$ cat config.mk
export PLATFORM = sky130hd
export DESIGN_NAME = two_pool_stack_allocator_flat
export DESIGN_NICKNAME = d
export VERILOG_FILES = /design/src/tspa_pkg.sv /design/src/tspa_req_if.sv /design/src/tspa_res_if.sv /design/src/tspa_datapath.sv /design/src/two_pool_stack_allocator.sv /design/src/flat_wrapper.sv
export SDC_FILE = /design/constraint.sdc
export NUM_CORES = 1
export LEC_CHECK = 0
export BUFFER_PORTS_ARGS = -buffer_cell sky130_fd_sc_hd__buf_2
export CAP_MARGIN = 5
export CORE_UTILIZATION = 42
export DETAILED_ROUTE_END_ITERATION = 7
export HOLD_SLACK_MARGIN = 0.12
export PLACE_DENSITY = 0.68
export SYNTH_ARGS = -nofsm -noshare
export SYNTH_HDL_FRONTEND = slang
export SYNTH_HIERARCHICAL = 1
export SYNTH_SLANG_ARGS = --single-unit
$ cat constraint.sdc
create_clock -name clk -period 20 [get_ports clk]
set_clock_uncertainty 0.2 [all_clocks]
set_input_delay 2 -clock clk [delete_from_list [all_inputs] [get_ports clk]]
set_output_delay 2 -clock clk [all_outputs]
set_load 0.03 [all_outputs]
$ cat src/tspa_pkg.sv
// Types, constants and codes shared by the two-pool stack allocator.
package tspa_pkg;

  localparam int TOP_W       = 21;
  localparam int ELEM_W      = 7;
  localparam int POOL_W      = 2;
  localparam int STATUS_W    = 3;
  localparam int SIZE_W      = TOP_W + ELEM_W;
  localparam int END_W       = SIZE_W + 1;
  localparam int ALIGN_BYTES = 64;
  localparam int POOL_BYTES  = 1048576;
  localparam int ALIGN_LOG2  = $clog2(ALIGN_BYTES);

  localparam logic [TOP_W:0] ALIGN_MASK = (TOP_W + 1)'(ALIGN_BYTES - 1);
  localparam logic [END_W-1:0] POOL_LIMIT = END_W'(POOL_BYTES);

  typedef logic [TOP_W-1:0] top_t;

  typedef enum logic {
    OP_ALLOC = 1'b0,
    OP_FREE  = 1'b1
  } op_t;

  typedef enum logic [POOL_W-1:0] {
    POOL_SEND  = 2'd0,
    POOL_RECV  = 2'd1,
    POOL_BAD_A = 2'd2,
    POOL_BAD_B = 2'd3
  } pool_t;

  typedef enum logic [STATUS_W-1:0] {
    ST_OK       = 3'd0,
    ST_OVERFLOW = 3'd1,
    ST_ORDER    = 3'd2,
    ST_BADPOOL  = 3'd3,
    ST_IGNORED  = 3'd4
  } status_t;

  typedef struct packed {
    op_t               operation;
    pool_t             pool;
    top_t              count;
    logic [ELEM_W-1:0] elem_size;
    top_t              block_offset;
    top_t              block_size;
    logic              handle_live;
  } req_t;

  typedef struct packed {
    status_t status;
    top_t    granted_offset;
    top_t    granted_size;
  } res_t;

  typedef struct packed {
    logic we_send;
    logic we_recv;
    top_t top_val;
  } upd_t;

endpackage

$ cat src/tspa_req_if.sv
// Request channel: valid, ready and the fields of one request item.
interface tspa_req_if;
  import tspa_pkg::*;

  logic              valid;
  logic              ready;
  logic              operation;
  logic [POOL_W-1:0] pool;
  top_t              count;
  logic [ELEM_W-1:0] elem_size;
  top_t              block_offset;
  top_t              block_size;
  logic              handle_live;

  modport source (
    output valid, operation, pool, count, elem_size, block_offset, block_size,
           handle_live,
    input  ready
  );

  modport sink (
    input  valid, operation, pool, count, elem_size, block_offset, block_size,
           handle_live,
    output ready
  );

  modport mon (
    input valid, ready, operation, pool, count, elem_size, block_offset,
          block_size, handle_live
  );
endinterface

$ cat src/tspa_res_if.sv
// Result channel: valid, ready and the fields of one result item.
interface tspa_res_if;
  import tspa_pkg::*;

  logic                valid;
  logic                ready;
  logic [STATUS_W-1:0] status;
  top_t                granted_offset;
  top_t                granted_size;

  modport source (
    output valid, status, granted_offset, granted_size,
    input  ready
  );

  modport sink (
    input  valid, status, granted_offset, granted_size,
    output ready
  );

  modport mon (
    input valid, ready, status, granted_offset, granted_size
  );
endinterface

$ cat src/tspa_datapath.sv
// Decision logic for one request: alignment, size product, pool, fit and order checks.
module tspa_datapath (
  input  tspa_pkg::req_t req,
  input  tspa_pkg::top_t send_top,
  input  tspa_pkg::top_t recv_top,
  output tspa_pkg::res_t res,
  output tspa_pkg::upd_t upd
);
  import tspa_pkg::*;

  top_t              cur_top;
  logic              pool_ok;
  logic [SIZE_W-1:0] size;
  logic [TOP_W:0]    round_sum;
  logic [TOP_W:0]    aligned;
  logic [END_W-1:0]  alloc_end;
  logic              fits;
  logic [TOP_W:0]    free_end;
  logic              order_ok;
  logic              write_top;

  always_comb begin
    pool_ok = (req.pool == POOL_SEND) || (req.pool == POOL_RECV);
    cur_top = (req.pool == POOL_SEND) ? send_top : recv_top;

    size      = SIZE_W'(req.count) * SIZE_W'(req.elem_size);
    round_sum = {1'b0, cur_top} + ALIGN_MASK;
    aligned   = round_sum & ~ALIGN_MASK;
    alloc_end = END_W'(aligned) + END_W'(size);
    fits      = (alloc_end <= POOL_LIMIT);

    free_end = {1'b0, req.block_offset} + {1'b0, req.block_size};
    order_ok = (free_end == {1'b0, cur_top});

    res.status         = ST_OK;
    res.granted_offset = '0;
    res.granted_size   = '0;
    write_top          = 1'b0;
    upd.top_val        = req.block_offset;

    if (req.operation == OP_ALLOC) begin
      upd.top_val = alloc_end[TOP_W-1:0];
      if (!pool_ok) begin
        res.status = ST_BADPOOL;
      end else if (!fits) begin
        res.status = ST_OVERFLOW;
      end else begin
        res.granted_offset = aligned[TOP_W-1:0];
        res.granted_size   = size[TOP_W-1:0];
        write_top          = 1'b1;
      end
    end else begin
      if (!req.handle_live) begin
        res.status = ST_IGNORED;
      end else if (!pool_ok) begin
        res.status = ST_BADPOOL;
      end else if (!order_ok) begin
        res.status = ST_ORDER;
      end else begin
        write_top = 1'b1;
      end
    end

    upd.we_send = write_top && (req.pool == POOL_SEND);
    upd.we_recv = write_top && (req.pool == POOL_RECV);
  end
endmodule

$ cat src/two_pool_stack_allocator.sv
// Top level of the two-pool stack allocator: request register, pool tops, result register.
//
//   channel  | modport | direction | fields
//   ---------+---------+-----------+------------------------------------------------
//   in_req   | sink    | in        | operation pool count elem_size block_offset
//            |         |           | block_size handle_live
//   out_res  | source  | out       | status granted_offset granted_size
//
// One item per cycle sustained while the result channel is not stalled; each item passes
// from acceptance to its result through the request register and then the result register.
// The pool tops are written at the edge at which an item moves into the result
// register, so the item behind it always sees the updated tops.
// rst_n (synchronous, active low) clears both tops and both valid flags.
// A stalled result holds; requests keep flowing until both registers are full.
module two_pool_stack_allocator (
  input logic         clk,
  input logic         rst_n,
  tspa_req_if.sink    in_req,
  tspa_res_if.source  out_res
);
  import tspa_pkg::*;

  logic s1_valid_r;
  logic s1_valid_nxt;
  req_t s1_req_r;
  req_t s1_req_nxt;
  logic out_valid_r;
  logic out_valid_nxt;
  res_t out_res_r;
  res_t out_res_nxt;
  top_t send_top_r;
  top_t send_top_nxt;
  top_t recv_top_r;
  top_t recv_top_nxt;

  logic out_adv;
  logic s1_adv;
  logic in_take;
  req_t in_item;
  res_t dp_res;
  upd_t dp_upd;

  tspa_datapath u_datapath (
    .req      (s1_req_r),
    .send_top (send_top_r),
    .recv_top (recv_top_r),
    .res      (dp_res),
    .upd      (dp_upd)
  );

  always_comb begin
    in_item.operation    = op_t'(in_req.operation);
    in_item.pool         = pool_t'(in_req.pool);
    in_item.count        = in_req.count;
    in_item.elem_size    = in_req.elem_size;
    in_item.block_offset = in_req.block_offset;
    in_item.block_size   = in_req.block_size;
    in_item.handle_live  = in_req.handle_live;

    out_adv = !out_valid_r || out_res.ready;
    s1_adv  = s1_valid_r && out_adv;
    in_take = in_req.valid && (!s1_valid_r || out_adv);

    s1_valid_nxt = in_take ? 1'b1 : (s1_adv ? 1'b0 : s1_valid_r);
    s1_req_nxt   = in_take ? in_item : s1_req_r;

    out_valid_nxt = out_adv ? s1_valid_r : out_valid_r;
    out_res_nxt   = s1_adv ? dp_res : out_res_r;

    send_top_nxt = (s1_adv && dp_upd.we_send) ? dp_upd.top_val : send_top_r;
    recv_top_nxt = (s1_adv && dp_upd.we_recv) ? dp_upd.top_val : recv_top_r;
  end

  always_ff @(posedge clk) begin
    if (!rst_n) begin
      s1_valid_r  <= 1'b0;
      out_valid_r <= 1'b0;
      send_top_r  <= '0;
      recv_top_r  <= '0;
    end else begin
      s1_valid_r  <= s1_valid_nxt;
      out_valid_r <= out_valid_nxt;
      send_top_r  <= send_top_nxt;
      recv_top_r  <= recv_top_nxt;
    end
  end

  always_ff @(posedge clk) begin
    s1_req_r  <= s1_req_nxt;
    out_res_r <= out_res_nxt;
  end

  assign in_req.ready           = !s1_valid_r || out_adv;
  assign out_res.valid          = out_valid_r;
  assign out_res.status         = out_res_r.status;
  assign out_res.granted_offset = out_res_r.granted_offset;
  assign out_res.granted_size   = out_res_r.granted_size;
endmodule

$ cat src/flat_wrapper.sv
// flat-port wrapper written by rule: the top's interface ports become plain ports
module two_pool_stack_allocator_flat import tspa_pkg::*;
  (clk, rst_n, in_req_valid, in_req_operation, in_req_pool, in_req_count, in_req_elem_size, in_req_block_offset, in_req_block_size, in_req_handle_live, in_req_ready, out_res_valid, out_res_status, out_res_granted_offset, out_res_granted_size, out_res_ready);
  tspa_req_if in_req_i ();
  tspa_res_if out_res_i ();
  input logic clk;
  input logic rst_n;
  input wire logic [$bits(in_req_i.valid)-1:0] in_req_valid;
  input wire logic [$bits(in_req_i.operation)-1:0] in_req_operation;
  input wire logic [$bits(in_req_i.pool)-1:0] in_req_pool;
  input wire logic [$bits(in_req_i.count)-1:0] in_req_count;
  input wire logic [$bits(in_req_i.elem_size)-1:0] in_req_elem_size;
  input wire logic [$bits(in_req_i.block_offset)-1:0] in_req_block_offset;
  input wire logic [$bits(in_req_i.block_size)-1:0] in_req_block_size;
  input wire logic [$bits(in_req_i.handle_live)-1:0] in_req_handle_live;
  output wire logic [$bits(in_req_i.ready)-1:0] in_req_ready;
  output wire logic [$bits(out_res_i.valid)-1:0] out_res_valid;
  output wire logic [$bits(out_res_i.status)-1:0] out_res_status;
  output wire logic [$bits(out_res_i.granted_offset)-1:0] out_res_granted_offset;
  output wire logic [$bits(out_res_i.granted_size)-1:0] out_res_granted_size;
  input wire logic [$bits(out_res_i.ready)-1:0] out_res_ready;
  assign in_req_i.valid = in_req_valid;
  assign in_req_i.operation = in_req_operation;
  assign in_req_i.pool = in_req_pool;
  assign in_req_i.count = in_req_count;
  assign in_req_i.elem_size = in_req_elem_size;
  assign in_req_i.block_offset = in_req_block_offset;
  assign in_req_i.block_size = in_req_block_size;
  assign in_req_i.handle_live = in_req_handle_live;
  assign in_req_ready = in_req_i.ready;
  assign out_res_valid = out_res_i.valid;
  assign out_res_status = out_res_i.status;
  assign out_res_granted_offset = out_res_i.granted_offset;
  assign out_res_granted_size = out_res_i.granted_size;
  assign out_res_i.ready = out_res_ready;
  two_pool_stack_allocator u_core (.clk(clk), .rst_n(rst_n), .in_req(in_req_i), .out_res(out_res_i));
endmodule
==> metrics.txt <==
distinct cell type count after synthesis slightly below 90; Core Region 0.0308 mm²; die footprint 0.0322 mm²; Max-Cap Viols 0; min cycle time layout between 9 and 10 ns; count of cells resized by post-cts repair 0; root buffer selected by CTS clkbuf_16; worst ir drop on vdd ~0.00008 V; number of max-slew violations in the final report 0; commonest register cell after synthesis edfxtp_1; required time at the endpoint of the critical path 20.17 ns; final count of negative-setup-slack endpoints 0; Skew-Pair Late Insertion Delay 0.45 ns; largest stage delay on the critical path 0.84 ns; leftover overflow at the end of global routing 0; count of cells along the worst register-to-register path 29; RR Startpoint u_core/s1_req_r[44]; routed via count 10100; antenna fix cells 0; TritonCTS clock tree built; R2R Setup Slk 10.52 ns; Post-CTS Setup Repair Bufs 0; critical path capture point u_core/send_top_r[16]; Hold Slack 0.260 ns; remaining antenna violation count 0; number of instances in the synthesized netlist 1333; number of fillers in the final layout around 2900; CP startpoint u_core/s1_req_r[44]; worst path setup slack after routing 10.52 ns; # IOs between 100 and 150; remaining design rule violation count 14; arrival time of data at the critical path endpoint approximately 9.7 ns; mean cell area of the mapped netlist between 9 and 10 µm²; worst-margin pin slew 1.13 ns; Avg Vias per Cell roughly 5.5; maximum number of pins on one net before global-route repair 70; die span in x 180 µm; class of the tightest hold or removal check reg -> reg; kind of end point of the critical path flop; initial antenna violation count 0; Critical-path top delay cell or4_1; Placement Setup Slack approximately 11 ns; std cell rows 64; violations in the final reports design-rule violations; sequential fraction of the synthesis area 33.7%; post-route cell area around 0.015 mm²; cell type with the highest occurrence count on the critical path fa_1; First DRT Iteration DRCs between 900 and 1000; hold path startpoint u_core/recv_top_r[20]; headroom to the max-slew limit 24.5%; maximum number of buffers from clock root to sink 2; run status finished with violations; drt first pass iters 8; FF-to-FF End u_core/send_top_r[16]; final wirelength about 34000 µm; total power 1.76 mW; synthesis warning total 6; deepest level of the CTS H-tree 4; starting density of the core 42.9%; final routed wire length divided by cell count between 15 and 20 µm; final-stage net count between 1500 and 2000; EDFF count, synth between 100 and 150; area of placed instances 0.0141 mm²; leakage 6.15 nW; clk slew on worst S/H paths around 0.080 ns; multi-input logic area 0.00816 mm²; pwr/cell area approximately 120 mW/mm²; startpoint class of the critical path flop; number of failing hold endpoints at the final stage 0; worst setup path category reg -> reg; FF/Latch Area 0.00445 mm²; Post-DP HPWL 26400 µm; Sum Neg Setup Slack 0 ns; via count of the first global-routing pass 9596; layout-stage area growth over the synthesis result 11.4%; global routing usage summed across all routing layers 21.2%; highest achievable clock rate approximately 110 MHz; hold-fix buffers at CTS 0; buffers added on ports 124; placer's final routability congestion estimate about 0.91; fraction of final layout cells with drive strength greater than 1 13.2%; worst-path maximum fanout 21; share of the clock period used by the worst path after layout between 40% and 50%; CTS buffer count 17; Clock Sinks about 160; unrepaired setup endpoints after global routing no; cell area after technology mapping 0.0132 mm²; number of synthesized register bits 163; Die Y approximately 180 µm; proportion of synthesized flip-flops having asynchronous set or reset 0%; global-route wire length before repair 53200 µm
-- critical path: cells and delay by family, from the launching register on --
kind                       cells  cell delay [ns]
DFF                            1             0.70
and+or+nand+nor                7             2.56
muxes                          2             0.42
buffers and inverters          2             0.09
adders and majority gates      6             2.78
AOI/OAI and AO/OA             11             2.23
xor gates and xnor gates       1             0.38
-- kinds of logic (layout without fill, tap and decap cells) --
logic type / Yosys count / count (layout) / share of synthesized area (%)
compound gates: 218 / 218 / 10.7
xor+xnor: 73 / 73 / 4.99
mux: 68 / 68 / 5.18
flops: 163 / 163 / 33.7
simple gates: 476 / 476 / 18.1
buf+inv: 155 / 260 / 4.95
other cells: 1 / 6 / 0.0283
fa+ha+maj: 179 / 179 / 22.4
-- state kept, by name, indices dropped and copies added, names as in the netlist --
register and count:
u_core/out_res.granted_offset 21, u_core/out_res.granted_size 21, u_core/out_res.status 3, u_core/out_res.valid 1
u_core/recv_top_r 21, u_core/s1_req_r 74, u_core/s1_valid_r 1, u_core/send_top_r 21
-- synth_stat cells (27+ instances only) --
master	instances	area, µm²
xor2_1	31	272
nand2_1	213	800
ha_1	83	1040
xnor2_1	40	350
mux2i_1	64	641
dfxtp_1	44	881
fa_1	96	1920
and3_1	27	169
clkbuf_1	34	128
nor2_1	44	165
a21oi_1	55	275
and2_1	73	457
inv_1	99	372
edfxtp_1	119	3570
o21ai_0	53	265
-- worst min path at each step --
stage	endpoint	depth (start not counted)	slack, ns
global placement	u_core/send_top_r[16]	2	0.24
CTS	u_core/recv_top_r[18]	2	0.26
floorplan	u_core/send_top_r[16]	2	0.23
detailed placement	u_core/recv_top_r[13]	2	0.25
global route	u_core/recv_top_r[9]	2	0.28
finish	u_core/recv_top_r[20]	2	0.26
-- layout make-up --
class / instances / area share [%]
repair buffers: 129 / 4.46
multi-input cells: 1020 / 55.3
flip-flops and latches: 163 / 30.2
inverters: 99 / 2.52
clock inverters: 14 / 1.08
clock buffers: 18 / 3.05
well taps: 396 / 3.36
-- power breakdown --
part	internal, mW	switching, mW	total [mW]
registers	0.378	0.0160	0.394
logic	0.380	0.646	1.03
clock network	0.176	0.163	0.339
-- layer usage --
metal	track usage (%)	part of all wire, %	routed length, µm
met1	32.9	50	17100
met2	30.3	42	14200
met3	3.36	6.3	2150
met4	5.83	1.6	548
met5	0	0	0
-- per-stage QoR --
stage | util, % | cells
finish | 47.8 | 1839
global route | 47.8 | 1839
CTS | 47.8 | 1839
detailed placement | 45.9 | 1807
global placement | 45.9 | 1807
floorplan | - | 1338
-- layout by cell type, fill, tap and decap left out, types with 7 or more instances in the layout --
cell,count
xnor2_1,40
nand2_1,213
clkbuf_16,18
a31oi_1,11
o21a_1,7
inv_1,99
o21ai_0,53
nor2_1,44
o211ai_1,10
nor3_1,12
and2_1,72
nand4_1,10
fa_1,96
nor2b_1,14
and3_1,27
xor2_1,31
a211oi_1,7
edfxtp_1,119
ha_1,83
nand3_1,24
nand2b_1,11
mux2i_1,64
a21o_1,17
a21oi_1,55
buf_2,124
dfxtp_1,44
(Power assumes the default switching activity.)
